===== config.mk =====
export PLATFORM = sky130hd
export DESIGN_NAME = btss_out
export DESIGN_NICKNAME = d
export VERILOG_FILES = /design/src/hdl/btss_pkg.sv /design/src/hdl/btss_out.sv
export SDC_FILE = /design/constraint.sdc
export NUM_CORES = 1
export LEC_CHECK = 0
export BUFFER_PORTS_ARGS = -buffer_cell sky130_fd_sc_hd__buf_2
export CORE_ASPECT_RATIO = 0.7
export CORE_UTILIZATION = 40
export CTS_CLUSTER_SIZE = 8
export DETAILED_ROUTE_END_ITERATION = 10
export PLACE_DENSITY_LB_ADDON = 0.05
export SLEW_MARGIN = 20
export SYNTH_ARGS = -nofsm -noshare
export SYNTH_HDL_FRONTEND = slang
export SYNTH_SLANG_ARGS = --single-unit

===== constraint.sdc =====
create_clock -name clk -period 4.45 [get_ports clk]
set_input_delay 0.445 -clock clk [delete_from_list [all_inputs] [get_ports clk]]
set_output_delay 0.445 -clock clk [all_outputs]
set_load 0.01 [all_outputs]

===== src/hdl/btss_pkg.sv =====
// ----------------------------------------------------------------------------
// btss_pkg
// Shared types, state codes and helpers for the buddy tree state store.
// ----------------------------------------------------------------------------
package btss_pkg;

    // Tree geometry
    localparam int unsigned MaxOrder  = 10;
    localparam int unsigned NodeAw    = MaxOrder + 1;
    localparam int unsigned NodeTotal = (1 << (MaxOrder + 1)) - 1;
    localparam int unsigned OrderW    = 4;
    localparam int unsigned BlockW    = MaxOrder;

    typedef logic [NodeAw-1:0] node_idx_t;
    typedef logic [NodeAw:0]   wide_t;
    typedef logic [OrderW-1:0] order_t;
    typedef logic [BlockW-1:0] block_t;
    typedef logic [1:0]        nstate_t;

    // Node state codes
    localparam nstate_t ST_FREE   = 2'd0;
    localparam nstate_t ST_TAKEN  = 2'd1;
    localparam nstate_t ST_PARTLY = 2'd2;

    // Request modes
    typedef enum logic [1:0] {
        MODE_ALLOC   = 2'd0,
        MODE_DEALLOC = 2'd1,
        MODE_READ    = 2'd2,
        MODE_WRITE   = 2'd3
    } mode_t;

    // One result beat
    typedef struct packed {
        node_idx_t node;
        nstate_t   state;
        order_t    bord;
        block_t    first;
        logic      bud;
        logic      err;
    } btss_result_t;

    // Depth of a node given its index plus one: position of the top set bit
    function automatic order_t node_depth(input node_idx_t v);
        order_t d;
        d = '0;
        for (int i = 0; i < NodeAw; i++) begin
            if (v[i])
            begin
                d = order_t'(i);
            end
        end
        return d;
    endfunction

endpackage


===== src/hdl/btss_out.sv =====
// ----------------------------------------------------------------------------
// btss_out
// Output register: holds one result beat until the receiver takes it.
// ----------------------------------------------------------------------------
module btss_out
    import btss_pkg::*;
(
    input  logic         clk,
    input  logic         rst_n,
    input  logic         res_valid,
    output logic         res_ready,
    input  btss_result_t res,
    output logic         out_valid,
    input  logic         out_stall,
    output btss_result_t out_res
);

    logic         out_valid_reg;
    btss_result_t res_reg;

    // Slot is free when empty or being emptied this cycle
    assign res_ready = !out_valid_reg || !out_stall;

    always_ff @(posedge clk or negedge rst_n)
    begin
        if (!rst_n)
        begin
            out_valid_reg <= 1'b0;
        end
        else if (res_ready)
        begin
            out_valid_reg <= res_valid;
        end
    end

    // Payload
    always_ff @(posedge clk)
    begin
        if (res_valid && res_ready)
        begin
            res_reg <= res;
        end
    end

    assign out_valid = out_valid_reg;
    assign out_res   = res_reg;

endmodule


# Yosys cells after proc, flatten, opt, wreduce, memory -nomap -nowiden
# Cells that the tools add are included.
[totals]
reg_bits = 30
latchBits = 0
ramBits = 0
mem_bits_ro = 0
out_inout_bits = 31
memories = 0
[classes]
addsub = 0
multipliers = 0
div = 0
magnitude_cmp = 0
eq_ne = 0
n_shift = 0
muxes = 0
bitwise_logic = 0
n_reduce_logical = 4
[op_table]
columns = ["op", "n"]
rows = [
  ["$logic_not 1->1", 2],
  ["$logic_and 1x1->1", 1],
  ["$logic_or 1x1->1", 1],
]

# Depth between registers and ports, before layout
[depth]
depth_word = 3
mapped_depth = 1

# Worst setup path after synthesis
# OpenSTA, ideal clock, no wires.
[synth_path]
path_kind = "input -> register"
from = "input port out_stall"
to = "register res_reg, in the netlist out_res[0], enable pin"
setup_ns = 0.396
arrival_time_ns = 1.318
required_ns = 4.054
slack_ns = 2.736
cell_stages = 1
path_cell_list = "a21boi_2"
[synth_via]
elab_chain_cells = 3
[synth_rtl]
columns = ["item", "line_no", "source"]
rows = [
  ["start: declaration", "btss_out.sv:14", "input logic out_stall,"],
  ["$logic_not 1->1", "btss_out.sv:22", "assign res_ready = !out_valid_reg || !out_stall;"],
  ["$logic_or 1x1->1", "btss_out.sv:22", ""],
  ["$logic_and 1x1->1", "btss_out.sv:39", "if (res_valid && res_ready)"],
  ["end signal: assignment", "btss_out.sv:41", "res_reg <= res;"],
  ["end: declaration", "btss_out.sv:19", "btss_result_t res_reg;"],
]
# No other way between the ends.
# A chain may end at the register's enable or synchronous reset.

# Final worst setup path
[layout_path]
from = "register out_valid_reg, in the netlist out_valid"
to = "output port res_ready"
[layout_via]
elab_chain_cells = 2
[layout_rtl]
columns = ["item", "line_no", "source"]
rows = [
  ["start: declaration", "btss_out.sv:18", "logic out_valid_reg;"],
  ["start signal: assignment", "btss_out.sv:32", "out_valid_reg <= res_valid;"],
  ["$logic_not 1->1", "btss_out.sv:22", ""],
  ["$logic_or 1x1->1", "btss_out.sv:22", ""],
  ["end: declaration", "btss_out.sv:11", "output logic res_ready,"],
]
# No other way between the ends.

==> results.py <==
metrics = {
    "cells_and_area": {
        "largest_reg_flops": 29,
        "seqCellArea_um2": 896,
        "multiInputGateArea_um2": 22.5,
        "final_common_cell": "buf_2",
        "synthToLayoutAreaGrowth_pct": 46.0,
        "drive_gt1_share_pct": 67.0,
        "layout_common_cells": "buf_2, edfxtp_1, clkbuf_4",
        "stdcell_count": 138,
        "nFillCells": 161,
        "nets": 138,
        "insertedDiodeCount": 0,
    },
    "synthesis": {
        "synth-seq-cells": 30,
        "yosysUniqueCellTypes": 5,
        "syn_avg_cell_area_um2": 27.8,
        "yosys_warnings": 0,
        "syn_area_um2": 918,
        "yosysSeqAreaShare_pct": 97.5,
        "synth_nets": 66,
        "syn_inst": 33,
    },
    "grt": {
        "grt_pass1_wl_um": 2030,
        "antenna_found_initial": 0,
        "grt_pass1_vias": 513,
        "grt_max_degree": 30,
        "grt_overflow": 0,
        "grt_usage_pct": 12.1,
    },
    "die": {
        "core_area_um2": 2150,
        "die_w_um": 59.3,
        "initial_core_util_pct": 42.6,
        "rows": 14,
        "dieArea_um2": 2490,
        "io_pins": 64,
        "fp.dieH_um": 42.1,
    },
    "sta": {
        "period_needed_ns": 1.37,
        "whs_ns": 0.305,
        "relSlewSlack_pct": 77.0,
        "rsz0062_at_grt": "no",
        "setup_violations": 0,
        "finalCritPeriodShare_pct": 30.7,
        "finalHoldViolCount": 0,
        "worst_pin_slew_ns": 0.346,
        "fmax_mhz": 732,
        "slew_viol_final": 0,
        "setup_tns_ns": 0,
        "finalClockSkew_ns": 0.00186,
    },
    "clock_network": {
        "clock_latency_ns": 0.31,
        "cts_made_buffers": 5,
        "htreeDepth": 2,
        "root_buffer": "clkbuf_4",
        "cts_tree": "yes",
        "ctsResizeCount": 0,
        "clk_pin_slew_ns": 0.08,
        "cts_buffer_depth": 2,
        "cts_num_sinks": 30,
    },
    "power_and_ir_drop": {
        "peakVddDrop_mv": 0.212,
        "powerDensity_nw_per_um2": 385,
        "p_leak_uw": 0.000584,
    },
    "worst_setup_path": {
        "r2r_slack_ns": 3.22,
        "worstSetupStartpointType": "flop",
        "cp.required_ns": 4.01,
        "cpPeakStageDelay_ns": 0.42,
        "reg2reg_depth": 2,
        "end_kind": "output pin",
        "setup.worst_path.class": "reg2out",
        "cp_slowest_cell": "dfrtp_1",
        "worstPathCellList": "nand2_1 > buf_2",
        "r2r-start": "out_valid$_DFFE_PN0P_",
        "reg2reg_to": "out_res[13]$_DFFE_PP_",
        "crit_path_max_fanout": 4,
        "arrival_ns": 0.92,
    },
    "flow_run": {
        "drv_cap": 0,
    },
    "drt": {
        "drc": 0,
        "viasPerCell": 4.09,
        "routed_wl_um": 1430,
        "dr.pass1.iters": 3,
        "first_iter_violations": 14,
        "antenna_left": 0,
        "routedWlPerCell_um": 10.3,
        "dr_total_vias": 564,
    },
    "hold_path": {
        "hold_path_end": "out_res[3]$_DFFE_PP_",
        "hp-start": "res[3]",
        "whs_path_depth": 1,
        "hp-class": "in2reg",
    },
    "run_status": {
        "status": "complete, no violations",
    },
    "place": {
        "placedCellCount": 129,
        "io_buffers": 63,
        "gp_congestion": 0.640,
    },
}
[cell type report]
class / count / share of cell area [%]
Sequential cell: 30 / 66.8
Timing Repair Buffer: 65 / 24.8
Clock buffer: 6 / 3.08
Tap cell: 32 / 2.99
Multi-Input combinational cell: 3 / 1.68
Clock inverter: 2 / 0.653
[routing by layer]
layer / vias up / wire (µm) / track usage [%]
met4: 0 / 12 / 7.14
li1: 278 / - / -
met1: 247 / 582 / 12.9
met5: - / 0 / 0
met2: 37 / 676 / 18.2
met3: 2 / 153 / 7.41
[metrics by stage]
stage | power [µW] | cell area, µm² | util (%) | setup slack (ns)
floorplan | 354 | 918 | - | 2.74
global placement | 383 | 1280 | 59.5 | 3.10
detailed placement | 384 | 1280 | 59.5 | 3.09
CTS | 524 | 1340 | 62.3 | 3.06
global route | 537 | 1340 | 62.3 | 3.03
finish | 516 | 1340 | 62.3 | 3.08
[Yosys cell counts]
| cell | count | area share, % |
|---|---|---|
| a21o_1 | 1 | 0.82 |
| dfrtp_1 | 1 | 2.7 |
| a21boi_2 | 1 | 1.2 |
| edfxtp_1 | 29 | 95 |
| nand2_1 | 1 | 0.41 |
[report_power, final]
part,internal (µW),switching [µW]
Sequential,328,3.73
Clock,59.2,80.3
Combinational,21.7,23.4
[worst max-delay path: cells and delay by family (launching register included)]
kind | cells | cell delay, ns
buf+inv | 1 | 0.12
flops | 1 | 0.42
simple gates | 1 | 0.07
[how the worst max path moves through the flow]
| stage | start | slack, ns | end |
|---|---|---|---|
| floorplan | out_stall | 2.74 | out_res[0]$_DFFE_PP_ |
| detailed placement | out_stall | 3.09 | out_res[28]$_DFFE_PP_ |
| global placement | out_stall | 3.10 | out_res[28]$_DFFE_PP_ |
| finish | out_valid$_DFFE_PN0P_ | 3.08 | res_ready |
| CTS | out_valid$_DFFE_PN0P_ | 3.06 | res_ready |
| global route | out_valid$_DFFE_PN0P_ | 3.03 | res_ready |
[kinds of logic (layout without fill, tap and decap cells)]
group                  Yosys count  in the layout  share of synthesized area [%]
AOI/OAI and AO/OA                2              2                           2.04
and+or+nand+nor                  1              1                          0.408
buffers and inverters            0             73                              0
DFF                             30             30                           97.5
[timing repair]
item / CTS / global route
endpoints found under the setup margin: 0 / 0
endpoints found under the hold margin: 1 / 0
hold buffers: 1 / 0
buffers inserted: 0 / 0
No activity file was read; power rests on OpenSTA's default activity.
