--- src/hdl/btss_pkg.sv ---
// ----------------------------------------------------------------------------
// btss_pkg
// Shared types, state codes and helpers for the buddy tree state store.
// ----------------------------------------------------------------------------
package btss_pkg;

    // Tree geometry
    localparam int unsigned MaxOrder  = 10;
    localparam int unsigned NodeAw    = MaxOrder + 1;
    localparam int unsigned NodeTotal = (1 << (MaxOrder + 1)) - 1;
    localparam int unsigned OrderW    = 4;
    localparam int unsigned BlockW    = MaxOrder;

    typedef logic [NodeAw-1:0] node_idx_t;
    typedef logic [NodeAw:0]   wide_t;
    typedef logic [OrderW-1:0] order_t;
    typedef logic [BlockW-1:0] block_t;
    typedef logic [1:0]        nstate_t;

    // Node state codes
    localparam nstate_t ST_FREE   = 2'd0;
    localparam nstate_t ST_TAKEN  = 2'd1;
    localparam nstate_t ST_PARTLY = 2'd2;

    // Request modes
    typedef enum logic [1:0] {
        MODE_ALLOC   = 2'd0,
        MODE_DEALLOC = 2'd1,
        MODE_READ    = 2'd2,
        MODE_WRITE   = 2'd3
    } mode_t;

    // One result beat
    typedef struct packed {
        node_idx_t node;
        nstate_t   state;
        order_t    bord;
        block_t    first;
        logic      bud;
        logic      err;
    } btss_result_t;

    // Depth of a node given its index plus one: position of the top set bit
    function automatic order_t node_depth(input node_idx_t v);
        order_t d;
        d = '0;
        for (int i = 0; i < NodeAw; i++) begin
            if (v[i])
            begin
                d = order_t'(i);
            end
        end
        return d;
    endfunction

endpackage

--- src/hdl/btss_ctrl.sv ---
// ----------------------------------------------------------------------------
// btss_ctrl
// Sequencer: clearing sweep, tree climbs, read-modify-write of node states.
// ----------------------------------------------------------------------------
module btss_ctrl
    import btss_pkg::*;
(
    input  logic         clk,
    input  logic         rst_n,
    // request
    input  logic         in_valid,
    output logic         in_stall,
    input  logic [1:0]   mode,
    input  block_t       block_number,
    input  order_t       alloc_order,
    input  node_idx_t    node_select,
    input  nstate_t      node_value,
    // config
    input  logic         cfg_valid,
    input  order_t       tree_order,
    // result
    output logic         res_valid,
    input  logic         res_ready,
    output btss_result_t res,
    // node memory
    output logic         wr_en,
    output node_idx_t    wr_addr,
    output nstate_t      wr_data,
    output logic         rd_en,
    output node_idx_t    rd_addr,
    input  nstate_t      rd_data
);

    typedef enum logic [3:0] {
        S_CLEAR,
        S_IDLE,
        S_START,
        S_CLIMB_RD,
        S_CLIMB_CHK,
        S_ANC_RD,
        S_ANC_CHK,
        S_WR,
        S_DE_RD,
        S_DE_CHK,
        S_RD_SELF,
        S_RD_BUD,
        S_FINISH
    } state_t;

    state_t    state_reg,  state_next;
    mode_t     mode_reg,   mode_next;
    block_t    blk_reg,    blk_next;
    order_t    pw_reg,     pw_next;
    node_idx_t sel_reg,    sel_next;
    nstate_t   val_reg,    val_next;
    order_t    n_reg,      n_next;
    order_t    order_reg,  order_next;
    node_idx_t p_reg,      p_next;
    order_t    h_reg,      h_next;
    node_idx_t node_reg,   node_next;
    node_idx_t top_reg,    top_next;
    nstate_t   st_reg,     st_next;
    order_t    bord_reg,   bord_next;
    block_t    first_reg,  first_next;
    logic      bud_reg,    bud_next;
    logic      err_reg,    err_next;
    node_idx_t clr_reg,    clr_next;

    node_idx_t parent;
    node_idx_t leaf;
    node_idx_t sel_inc;
    node_idx_t buddy;
    order_t    depth;
    order_t    bord_calc;
    wide_t     first_wide;
    logic      blk_big;
    logic      sel_big;

    // Tree arithmetic on the working node and the latched request
    always_comb
    begin
        parent     = (p_reg - node_idx_t'(1)) >> 1;
        leaf       = node_idx_t'(blk_reg) + (node_idx_t'(1) << n_reg) - node_idx_t'(1);
        sel_inc    = sel_reg + node_idx_t'(1);
        buddy      = sel_reg[0] ? sel_reg + node_idx_t'(1) : sel_reg - node_idx_t'(1);
        depth      = node_depth(sel_inc);
        bord_calc  = n_reg - depth;
        first_wide = (wide_t'(sel_inc) << bord_calc) - (wide_t'(1) << n_reg);
        blk_big    = (blk_reg >> n_reg) != '0;
        sel_big    = wide_t'(sel_reg) >= ((wide_t'(1) << (n_reg + order_t'(1))) - wide_t'(1));
    end

    // Next-state logic
    always_comb
    begin
        state_next = state_reg;
        mode_next  = mode_reg;
        blk_next   = blk_reg;
        pw_next    = pw_reg;
        sel_next   = sel_reg;
        val_next   = val_reg;
        n_next     = n_reg;
        order_next = order_reg;
        p_next     = p_reg;
        h_next     = h_reg;
        node_next  = node_reg;
        top_next   = top_reg;
        st_next    = st_reg;
        bord_next  = bord_reg;
        first_next = first_reg;
        bud_next   = bud_reg;
        err_next   = err_reg;
        clr_next   = clr_reg;
        rd_en      = 1'b0;
        rd_addr    = p_reg;
        wr_en      = 1'b0;
        wr_addr    = p_reg;
        wr_data    = ST_FREE;
        res_valid  = 1'b0;

        // config register, to be written by the user only while idle; the block does not enforce it
        if (cfg_valid)
        begin
            order_next = tree_order;
        end

        unique case (state_reg)
            // sweep every node to free after reset
            S_CLEAR:
            begin
                wr_en    = 1'b1;
                wr_addr  = clr_reg;
                clr_next = clr_reg + node_idx_t'(1);
                if (clr_reg == node_idx_t'(NodeTotal - 1))
                begin
                    state_next = S_IDLE;
                end
            end

            S_IDLE:
            begin
                if (in_valid)
                begin
                    mode_next  = mode_t'(mode);
                    blk_next   = block_number;
                    pw_next    = alloc_order;
                    sel_next   = node_select;
                    val_next   = node_value;
                    n_next     = (order_reg > order_t'(MaxOrder)) ? order_t'(MaxOrder)
                                                                  : order_reg;
                    state_next = S_START;
                end
            end

            // precondition checks and first access
            S_START:
            begin
                err_next   = 1'b0;
                node_next  = '0;
                st_next    = ST_FREE;
                bord_next  = '0;
                first_next = '0;
                bud_next   = 1'b0;
                unique case (mode_reg)
                    MODE_ALLOC:
                    begin
                        if (blk_big || pw_reg > n_reg)
                        begin
                            err_next   = 1'b1;
                            state_next = S_FINISH;
                        end
                        else
                        begin
                            p_next = leaf;
                            h_next = '0;
                            if (pw_reg == '0)
                            begin
                                node_next  = leaf;
                                top_next   = leaf;
                                state_next = S_ANC_RD;
                            end
                            else
                            begin
                                state_next = S_CLIMB_RD;
                            end
                        end
                    end
                    MODE_DEALLOC:
                    begin
                        if (blk_big)
                        begin
                            err_next   = 1'b1;
                            state_next = S_FINISH;
                        end
                        else
                        begin
                            p_next     = leaf;
                            state_next = S_DE_RD;
                        end
                    end
                    MODE_READ:
                    begin
                        if (sel_big)
                        begin
                            err_next   = 1'b1;
                            state_next = S_FINISH;
                        end
                        else
                        begin
                            rd_en      = 1'b1;
                            rd_addr    = sel_reg;
                            node_next  = sel_reg;
                            bord_next  = bord_calc;
                            first_next = first_wide[BlockW-1:0];
                            state_next = S_RD_SELF;
                        end
                    end
                    MODE_WRITE:
                    begin
                        if (sel_big || val_reg > ST_PARTLY)
                        begin
                            err_next = 1'b1;
                        end
                        else
                        begin
                            wr_en     = 1'b1;
                            wr_addr   = sel_reg;
                            wr_data   = val_reg;
                            node_next = sel_reg;
                            st_next   = val_reg;
                        end
                        state_next = S_FINISH;
                    end
                endcase
            end

            // alloc: nodes on the leaf path below the target must be free
            S_CLIMB_RD:
            begin
                rd_en      = 1'b1;
                state_next = S_CLIMB_CHK;
            end

            S_CLIMB_CHK:
            begin
                if (rd_data != ST_FREE)
                begin
                    err_next   = 1'b1;
                    state_next = S_FINISH;
                end
                else
                begin
                    p_next = parent;
                    h_next = h_reg + order_t'(1);
                    if (h_reg + order_t'(1) == pw_reg)
                    begin
                        node_next  = parent;
                        top_next   = parent;
                        state_next = S_ANC_RD;
                    end
                    else
                    begin
                        state_next = S_CLIMB_RD;
                    end
                end
            end

            // alloc: ancestors up to the first partly free one
            S_ANC_RD:
            begin
                if (p_reg == '0)
                begin
                    p_next     = node_reg;
                    state_next = S_WR;
                end
                else
                begin
                    rd_en      = 1'b1;
                    rd_addr    = parent;
                    p_next     = parent;
                    state_next = S_ANC_CHK;
                end
            end

            S_ANC_CHK:
            begin
                if (rd_data == ST_TAKEN)
                begin
                    err_next   = 1'b1;
                    state_next = S_FINISH;
                end
                else if (rd_data == ST_PARTLY)
                begin
                    p_next     = node_reg;
                    state_next = S_WR;
                end
                else
                begin
                    top_next   = p_reg;
                    state_next = S_ANC_RD;
                end
            end

            // alloc: mark target taken, free ancestors partly free
            S_WR:
            begin
                wr_en   = 1'b1;
                wr_data = (p_reg == node_reg) ? ST_TAKEN : ST_PARTLY;
                if (p_reg == top_reg)
                begin
                    state_next = S_FINISH;
                end
                else
                begin
                    p_next = parent;
                end
            end

            // dealloc: climb to the first taken node
            S_DE_RD:
            begin
                rd_en      = 1'b1;
                state_next = S_DE_CHK;
            end

            S_DE_CHK:
            begin
                if (rd_data == ST_TAKEN)
                begin
                    wr_en      = 1'b1;
                    wr_data    = ST_FREE;
                    node_next  = p_reg;
                    state_next = S_FINISH;
                end
                else if (rd_data == ST_FREE && p_reg != '0)
                begin
                    p_next     = parent;
                    state_next = S_DE_RD;
                end
                else
                begin
                    err_next   = 1'b1;
                    state_next = S_FINISH;
                end
            end

            // read: node, then its sibling unless the node is the root
            S_RD_SELF:
            begin
                st_next = rd_data;
                if (sel_reg == '0)
                begin
                    state_next = S_FINISH;
                end
                else
                begin
                    rd_en      = 1'b1;
                    rd_addr    = buddy;
                    state_next = S_RD_BUD;
                end
            end

            S_RD_BUD:
            begin
                bud_next   = (rd_data == ST_FREE);
                state_next = S_FINISH;
            end

            S_FINISH:
            begin
                res_valid = 1'b1;
                if (res_ready)
                begin
                    state_next = S_IDLE;
                end
            end

            default:
            begin
                state_next = S_IDLE;
            end
        endcase
    end

    // State and registered outputs
    always_ff @(posedge clk or negedge rst_n)
    begin
        if (!rst_n)
        begin
            state_reg <= S_CLEAR;
            order_reg <= order_t'(MaxOrder);
            clr_reg   <= '0;
            err_reg   <= 1'b0;
        end
        else
        begin
            state_reg <= state_next;
            order_reg <= order_next;
            clr_reg   <= clr_next;
            err_reg   <= err_next;
        end
    end

    // Working registers, no reset needed
    always_ff @(posedge clk)
    begin
        mode_reg  <= mode_next;
        blk_reg   <= blk_next;
        pw_reg    <= pw_next;
        sel_reg   <= sel_next;
        val_reg   <= val_next;
        n_reg     <= n_next;
        p_reg     <= p_next;
        h_reg     <= h_next;
        node_reg  <= node_next;
        top_reg   <= top_next;
        st_reg    <= st_next;
        bord_reg  <= bord_next;
        first_reg <= first_next;
        bud_reg   <= bud_next;
    end

    assign in_stall = (state_reg != S_IDLE);

    // Error beats carry zero in every other field
    always_comb
    begin
        res.err   = err_reg;
        res.node  = err_reg ? '0 : node_reg;
        res.state = err_reg ? ST_FREE : st_reg;
        res.bord  = err_reg ? '0 : bord_reg;
        res.first = err_reg ? '0 : first_reg;
        res.bud   = err_reg ? 1'b0 : bud_reg;
    end

    // Every memory read is consumed by a check state
    a_rd_consumed: assert property (@(posedge clk) disable iff (!rst_n)
        rd_en |=> (state_reg == S_CLIMB_CHK || state_reg == S_ANC_CHK ||
                   state_reg == S_DE_CHK || state_reg == S_RD_SELF ||
                   state_reg == S_RD_BUD))
        else $error("btss_ctrl: read data not consumed");

    // Alloc write pass marks only the target node taken
    a_taken_target: assert property (@(posedge clk) disable iff (!rst_n)
        (state_reg == S_WR && wr_data == ST_TAKEN) |-> (p_reg == node_reg))
        else $error("btss_ctrl: taken written off target");

    // No write beyond the last node
    a_wr_range: assert property (@(posedge clk) disable iff (!rst_n)
        wr_en |-> (wr_addr != node_idx_t'(NodeTotal)))
        else $error("btss_ctrl: write address out of range");

    // A delivered result returns the sequencer to idle
    a_finish_idle: assert property (@(posedge clk) disable iff (!rst_n)
        (state_reg == S_FINISH && res_ready) |=> (state_reg == S_IDLE))
        else $error("btss_ctrl: no return to idle after result");

endmodule

--- config.mk ---
export PLATFORM = sky130hd
export DESIGN_NAME = btss_ctrl
export DESIGN_NICKNAME = d
export VERILOG_FILES = /design/src/hdl/btss_pkg.sv /design/src/hdl/btss_ctrl.sv
export SDC_FILE = /design/constraint.sdc
export NUM_CORES = 1
export LEC_CHECK = 0
export ABC_CLOCK_PERIOD_IN_PS = 9200
export BUFFER_PORTS_ARGS = -buffer_cell sky130_fd_sc_hd__buf_2
export CORE_ASPECT_RATIO = 0.75
export CORE_MARGIN = 2
export CORE_UTILIZATION = 50
export DETAILED_ROUTE_END_ITERATION = 8
export HOLD_SLACK_MARGIN = 0.1
export PLACE_DENSITY = 0.69
export SLEW_MARGIN = 20
export SYNTH_ARGS = -nofsm -noshare
export SYNTH_HDL_FRONTEND = slang
export SYNTH_SLANG_ARGS = --single-unit
--- constraint.sdc ---
create_clock -name clk -period 9.2 [get_ports clk]
set_input_delay 1.84 -clock clk [delete_from_list [all_inputs] [get_ports clk]]
set_output_delay 1.84 -clock clk [all_outputs]
set_load 0.005 [all_outputs]
Word level (Yosys, flattened, before mapping). Index checks and enable logic that the tools add are counted.

Bits in registers: 107. Input port bits: 40. Output and inout port bits: 57. Logic and storage cells: 210.

Add/subtract/negate cells: 11. $lt $le $gt $ge: 4. Eq/ne operators: 44. Shifts and indexed selects: 5. Mux-type cells: 98. Bitwise logic cells: 1. Reduce and logical (&&, ||, !) cells: 29.

Operators with widths (number): two-way mux 11 bit (29); case mux 11 bit (3 select lines) (4); two-way mux 4 bit (18); case mux 11 bit (6 select lines) (1); case mux 4 bit (13 select lines) (1); case mux 11 bit (2 select lines) (2); inequality test 2 bit (second input constant) (18); subtractor 11 x 1 -> 11 bit (second input constant) (3); adder 11 x 1 -> 11 bit (second input constant) (2); == test 11 bit (2); logical NOT 11 bit (2); two-way mux 3 bit (7); == test 4 bit (second input constant) (5); two-way mux 1 bit (19); == test 4 x 3 -> 1 bit (second input constant) (4); case mux 4 bit (4 select lines) (1); two-way mux 2 bit (7); >= comparator 11 x 12 -> 1 bit (1); case mux 1 bit (4 select lines) (3); AND reduction 4 bit (3); left shift 1 x 4 -> 12 bit (first input constant) (1); subtractor 12 x 1 -> 12 bit (second input constant) (1); adder 10 x 11 -> 11 bit (1); == test 11 bit (second input constant) (1); 40 further kinds (56).

Depth between registers and ports, before layout. Gate-level depths: netlist of the first run.

Word-level depth: 14. Mapped depth: 29. Depth with buffers taken out: 28.

Worst setup path after synthesis of the first run. No wires, ideal clock.

Path kind: reg2out. Start: register n_reg[2]. End: output port wr_addr[0]. Arrival time: 4.736 ns. Data required time: 7.360 ns. Setup slack: 2.624 ns. Stages on the path, launching flop included: 21. Path buffers: 3. Cell sequence: edfxtp_1 clkbuf_1 inv_1 ha_1 clkbuf_1 nand2_1 or2_2 ha_1 a21boi_0 nor4b_1 a21oi_1 ha_1 a21oi_1 nor2_1 a211oi_1 o21ai_1 a21oi_1 o2111ai_1 a211o_1 clkbuf_1 a221o_1.

Longest elaborated chain between the ends: 8.

Ends and longest elaborated chain: start, declared (RTL line btss_ctrl.sv:56) `order_t n_reg, n_next;`; start signal, assigned (RTL line btss_ctrl.sv:412) `n_reg <= n_next;`; adder 4 x 1 -> 4 bit (RTL line btss_ctrl.sv:90) `sel_big = wide_t'(sel_reg) >= ((wide_t'(1) << (n_reg + order_t'(1))) - wide_t'(1));`; left shift 1 x 4 -> 12 bit (RTL line btss_ctrl.sv:90); subtractor 12 x 1 -> 12 bit (RTL line btss_ctrl.sv:90); >= comparator 11 x 12 -> 1 bit (RTL line btss_ctrl.sv:90); logical OR 1 bit (RTL line btss_ctrl.sv:220) `if (sel_big || val_reg > ST_PARTLY)`; two-way mux 11 bit (RTL line btss_ctrl.sv:220); two-way mux 11 bit (RTL line btss_ctrl.sv:164) `unique case (mode_reg)`; case mux 11 bit (2 select lines) (RTL line btss_ctrl.sv:127) `unique case (state_reg)`; end, declared (RTL line btss_ctrl.sv:27) `output node_idx_t wr_addr,`.

Every way passes these cells.

Final worst setup path of the first run.
Start: register n_reg[1]. End: output port wr_addr[9].

The elaborated chain is that of the path after synthesis.

==> results of run 1 <==
-- layout make-up --
cell class | instances | area, µm²
Fill cell | 1714 | 8150
Multi-Input combinational cell | 875 | 5820
Sequential cell | 107 | 3120
Timing Repair Buffer | 108 | 571
Tap cell | 247 | 309
Clock buffer | 11 | 244
Inverter | 65 | 244
Clock inverter | 5 | 46.3
Antenna cell | 1 | 2.50
-- metal layers --
metal | GRT usage [%] | vias up | share of wire, %
met4 | 12.6 | 0 | 3.8
met2 | 42.7 | 540 | 40
li1 | - | 4162 | -
met1 | 45.0 | 4166 | 44
met3 | 8.55 | 88 | 12
met5 | 0 | - | 0
-- cell usage after synthesis, types with 4 or more instances --
| library cell | instances |
|---|---|
| nor2_1 | 120 |
| nand2_1 | 97 |
| edfxtp_1 | 87 |
| a21oi_1 | 72 |
| o21ai_0 | 65 |
| inv_1 | 60 |
| ha_1 | 57 |
| clkbuf_1 | 56 |
| xnor2_1 | 56 |
| nor2b_1 | 46 |
| nand3_1 | 34 |
| xor2_1 | 32 |
| a221o_1 | 25 |
| nor3_1 | 24 |
| and3_1 | 19 |
| dfrtp_1 | 18 |
| mux2i_1 | 16 |
| nand2b_1 | 14 |
| a31oi_1 | 12 |
| o22ai_1 | 12 |
| a211oi_1 | 10 |
| nand4_1 | 10 |
| o211ai_1 | 10 |
| o21ai_1 | 9 |
| a21o_1 | 8 |
| buf_1 | 8 |
| a221oi_1 | 7 |
| a22oi_1 | 7 |
| and2_1 | 7 |
| o21a_1 | 7 |
| buf_2 | 6 |
| nor4_1 | 6 |
| mux2_2 | 5 |
| or4_1 | 5 |
| a22o_1 | 4 |
| a311oi_1 | 4 |
| o221ai_1 | 4 |
| or2_2 | 4 |
-- power breakdown --
part / switching (W) / internal [W] / leakage, nW
sequential: 0.000250 / 0.000692 / 1.05
combinational: 0.00112 / 0.000740 / 2.99
clock: 0.000190 / 0.000196 / 0.145
-- through the flow --
stage | util, % | worst slack [ns]
after global placement | 54.4 | 1.87
after floorplan | - | 2.62
final | 55.9 | 1.08
after detailed placement | 54.4 | 1.59
after global routing | 55.9 | 0.545
after CTS | 55.9 | 1.19
-- worst paths after layout --
check	startpoint	endpoint	slack, ns	depth (start not counted)
worst max-delay path	n_reg[1]	wr_addr[9]	1.08	19
worst min register to register	clr_reg[2]	clr_reg[2]	0.49	1
max in group asynchronous	rst_n	order_reg[1]	7.43	1
min in group asynchronous	rst_n	order_reg[2]	1.42	1
worst max register to register	sel_reg[0]	first_reg[9]	2.35	21
worst min-delay path	clr_reg[2]	clr_reg[2]	0.49	1
-- cells by family (layout without fill, tap and decap cells) --
family / count (synthesis) / after routing / synth area share, %
and+or+nand+nor: 412 / 412 / 21.8
AOI/OAI and AO/OA: 292 / 292 / 20.5
buffers and inverters: 137 / 189 / 5.60
DFF: 107 / 107 / 33.0
xor gates and xnor gates: 90 / 90 / 8.62
adders and majority gates: 60 / 60 / 8.18
muxes: 21 / 21 / 2.29
other: 0 / 1 / 0
-- critical path, stage by stage (launching register included) --
cell,delay (ns)
edfxtp_1,0.65
clkinv_1,0.44
nor2_1,0.46
ha_1,0.47
nand2_1,0.07
or2_2,0.30
ha_1,0.20
a21boi_0,0.20
nor4b_1,0.33
a21oi_1,0.08
ha_1,0.35
a21oi_1,0.19
nor2_1,0.08
a211oi_1,0.24
o21ai_1,0.12
a21oi_1,0.24
o2111ai_1,0.25
nor2_1,0.83
a221o_1,0.29
buf_2,0.12
==> out/results.ini, run 1 <==
[final_layout]
drive_above_1_share_pct = 13.2
final_common_cell = nor2_1
stdcell_area_mm2 = 0.0104
layout.nets = 1266
final_cell_mix = nor2_1, nand2_1, buf_2
syn_to_final_growth_pct = 9.59
final_cells = 1419

[cts]
post_cts_buffers = 0
cts.sinks = 107
clockRootBuffer = clkbuf_16
cts_tree = built
cts_buffers = 9
cts-resized-gates = 0
cts_hold_buf = 0
htreeDepth = 3
clk-insertion-delay-late_ns = 0.36
cts.clk_slew.worst_paths_ns = 0.08
clock_path_buffers = 2

[pwr]
leakage_nw = 4.18
finalPower_w = 0.00318
peakVddDrop_mv = 0.129
p_per_area_mw_per_mm2 = 308

[floorplanning]
ioPinCount = 97
start_util_pct = 51.1
die_h_um = 123
row_count = 43
core-area_mm2 = 0.0185
dieArea_mm2 = 0.0200
die_x_um = 163

[synth]
ys.flop_type = edfxtp_1
yosys_warnings = 0
synth-seq-cells = 107
synth_top_area_share_pct = 27.6
synth_edf_count = 87
synthCells = 1119
synthArstFlopShare_pct = 18.7
synth_area_leaders = edfxtp_1, ha_1, xnor2_1
syn_area_mm2 = 0.00945
synth_area_leader_cell = edfxtp_1
ys_types = 83
synth_fp_nets = 1219
yosysSeqAreaShare_pct = 33.0
post_synth.cell_area_avg_um2 = 8.44

[detailed_routing]
drt_first_pass_iters = 6
ant_nets = 0
drc_errors = 0
drt-vias-per-instance = 6.31
drt-total-wl_um = 30300
vias = 8956
wl_per_cell_um = 21.3
drt-initial-drc-count = 1086

[global_route]
grt.total_usage_pct = 30.8
grt_max_degree = 36
overflow = 0
grt_pass1_vias = 8143
antenna_found_initial = 0
grt_pass1_wl_um = 46600

[status]
status = finished clean

[worst_setup_path]
critPathLaunchType = flop
worst_ep_required_time_ns = 7.36
critical_path_class = reg2out
cp-end-kind = output port
cp.arrival_ns = 6.28
critPathMaxFanout = 15

[sta]
fmax_ghz = 0.123
fin_crit_ns = 8.12
slew_headroom_pct = 30.6
rsz0062_at_grt = false
finalHoldViolCount = 0
slew_violations = 0
skew_ns = 0.0122
tightestPinTransition_ns = 1.04
finalSetupTns_ns = 0
fin_crit_sh_pct = 88.3
setup_violations = 0
hold_ws_ns = 0.494

[place]
placed_cells = 1402
routabilityCongestion = 0.986
post_dp_cell_area_mm2 = 0.0101
post-dp-hpwl_um = 22600
io_buffers = 96

[job]
drv_cap = 0

[worst_hold_path]
hold_path_class = reg2reg

(Power assumes the default switching activity.)
==> inputs of run 2 (changes only) <==
Settings changed: ABC_AREA from default to 1.
==> out/results.ini, run 2 <==
[status]
status = finished clean

[worst_setup_path]
cp.arrival_ns = 4.66  ; -1.62 ns
critPathMaxFanout = 22  ; +7
cp-end-kind = output port
slowest_delay_ns = 0.53  ; -0.30 ns
critPathLaunchType = flop
worst_ep_required_time_ns = 7.36  ; about the same
critical_path_class = reg2out
worst_path_most_repeated_cell = nand2_1
slowest_stage = edfxtp_1

[floorplanning]
die_h_um = 122  ; -0.84%
ioPinCount = 97  ; unchanged
core-area_mm2 = 0.0183  ; -0.87%
dieArea_mm2 = 0.0197  ; -1.7%
row_count = 43  ; unchanged
start_util_pct = 50.6  ; -0.44 points
die_x_um = 161  ; -0.84%

[detailed_routing]
wl_per_cell_um = 18.2  ; -15%
drt_first_pass_iters = 6  ; unchanged
drt-initial-drc-count = 1156  ; +6.4%
vias = 9197  ; +2.7%
drc_errors = 0  ; unchanged
ant_nets = 0  ; unchanged
drt-total-wl_um = 29700  ; -1.8%
drt-vias-per-instance = 5.62  ; -11%

[synth]
synth_area_leaders = edfxtp_1, nand2_1, inv_1
synth-seq-cells = 107  ; unchanged
synth_top_area_share_pct = 28.1  ; +0.48 points
yosysSeqAreaShare_pct = 33.5  ; +0.58 points
synth_area_leader_cell = edfxtp_1
synth_common_cells = nand2_1, inv_1, nor2_1
syn_area_mm2 = 0.00929  ; -1.7%
synth_fp_nets = 1411  ; +16%
synth_edf_count = 87  ; unchanged
ys_types = 52  ; -37%
post_synth.cell_area_avg_um2 = 7.08  ; -16%
synthArstFlopShare_pct = 18.7  ; unchanged
synth_most_common_cell = nand2_1
ys.flop_type = edfxtp_1
synthCells = 1311  ; +17%
yosys_warnings = 0  ; unchanged

[global_route]
grt_max_degree = 48  ; +33%
overflow = 0  ; unchanged
antenna_found_initial = 0  ; unchanged
grt.total_usage_pct = 30.7  ; -0.13 points
grt_pass1_wl_um = 45800  ; -1.8%
grt_pass1_vias = 8134  ; -0.11%

[cts]
clock_path_buffers = 2  ; unchanged
htreeDepth = 3  ; unchanged
cts.sinks = 107  ; unchanged
cts-resized-gates = 0  ; unchanged
post_cts_buffers = 0  ; unchanged
clk-insertion-delay-late_ns = 0.37  ; about the same
clockRootBuffer = clkbuf_16
cts.clk_slew.worst_paths_ns = 0.09  ; about the same
cts_hold_buf = 0  ; unchanged
cts_buffers = 9  ; unchanged
cts_tree = built

[sta]
fin_crit_ns = 6.50  ; -1.63 ns
slew_headroom_pct = 22.0  ; -8.6 points
slew_violations = 0  ; unchanged
fin_crit_sh_pct = 70.6  ; -18 points
setup_violations = 0  ; unchanged
finalHoldViolCount = 0  ; unchanged
rsz0062_at_grt = false
tightestPinTransition_ns = 1.17  ; +0.125 ns
skew_ns = 0.0143  ; +0.00213 ns
fmax_ghz = 0.154  ; +25%
finalSetupTns_ns = 0  ; unchanged

[worst_hold_path]
hold_path_class = reg2reg

[final_layout]
syn_to_final_growth_pct = 10.8
final_common_cell = nand2_1
drive_above_1_share_pct = 11.4  ; -1.8 points
layout.nets = 1484  ; +17%
stdcell_area_mm2 = 0.0103  ; -0.60%
final_cell_mix = nand2_1, inv_1, nor2_1
fillers = 1866  ; +8.9%
antenna_cells = 0  ; -1
final_util_pct = 56.1  ; +0.15 points

[place]
routabilityCongestion = 1.07  ; +8.4%
post-dp-hpwl_um = 23700  ; +5.0%
post_dp_cell_area_mm2 = 0.00997  ; -0.92%
io_buffers = 96  ; unchanged

[pwr]
p_per_area_mw_per_mm2 = 356  ; +16%
peakVddDrop_mv = 0.193  ; +49%
leakage_nw = 5.11  ; +22%
finalPower_w = 0.00366  ; +15%

[job]
drv_cap = 0  ; unchanged

## run 2: cell families (layout without fill, tap and decap cells)
logic type,Yosys count,after routing,synth area share [%]
AOI/OAI and AO/OA,214,214,13.9
adders and majority gates,60,60,8.33
xor gates and xnor gates,60,60,5.66
DFF,107,107,33.5
and+or+nand+nor,600,600,27.3
buffers and inverters,270,348,11.3
## run 2: area by class of cell
cell class	count	area [µm²]	area share, %
multi-input combinational	934	5150	50.0
sequential	107	3120	30.3
inverter	229	862	8.38
timing repair buffer	103	533	5.18
tap	247	309	3.00
clock buffer	9	225	2.19
clock inverter	7	97.6	0.948
## run 2: path summary, 6_finish.rpt
check,end,from,cells past startpoint,slack [ns]
max in group asynchronous,order_reg[3],rst_n,1,7.41
setup reg to reg,first_reg[8],sel_reg[0],24,3.45
min in group asynchronous,clr_reg[2],rst_n,1,1.43
setup / recovery,rd_addr[9],n_reg[0],29,2.70
hold reg to reg,clr_reg[4],clr_reg[4],1,0.47
hold / removal,clr_reg[4],clr_reg[4],1,0.47
## run 2: report_power, final
part	internal (W)	switching [W]	leakage [nW]
clock network	0.000204	0.000226	0.158
logic	0.000786	0.00150	3.89
registers	0.000757	0.000186	1.06
total	0.00175	0.00191	5.11
## run 2: routing by layer
metal	share of wire, %	up-vias	track usage (%)
met1	46	4163	46.0
met2	38	536	42.2
met5	0	-	0
li1	-	4438	-
met3	12	60	8.51
met4	3.0	0	9.93
## run 2: worst max-delay path: cells and delay by family, from the launching register on
| family | cells | cell delay, ns |
|---|---|---|
| adders and majority gates | 3 | 0.79 |
| DFF | 1 | 0.53 |
| and+or+nand+nor | 18 | 2.03 |
| AOI/OAI and AO/OA | 1 | 0.12 |
| buffers and inverters | 7 | 0.78 |
## run 2: stage by stage
step,worst slack [ns],hold slack (ns),std cells
final,2.70,0.469,1636
after global routing,2.15,0.492,1636
after CTS,2.78,0.477,1636
after detailed placement,3.20,0.461,1620
after global placement,3.38,0.461,1620
after floorplan,4.01,0.442,1311
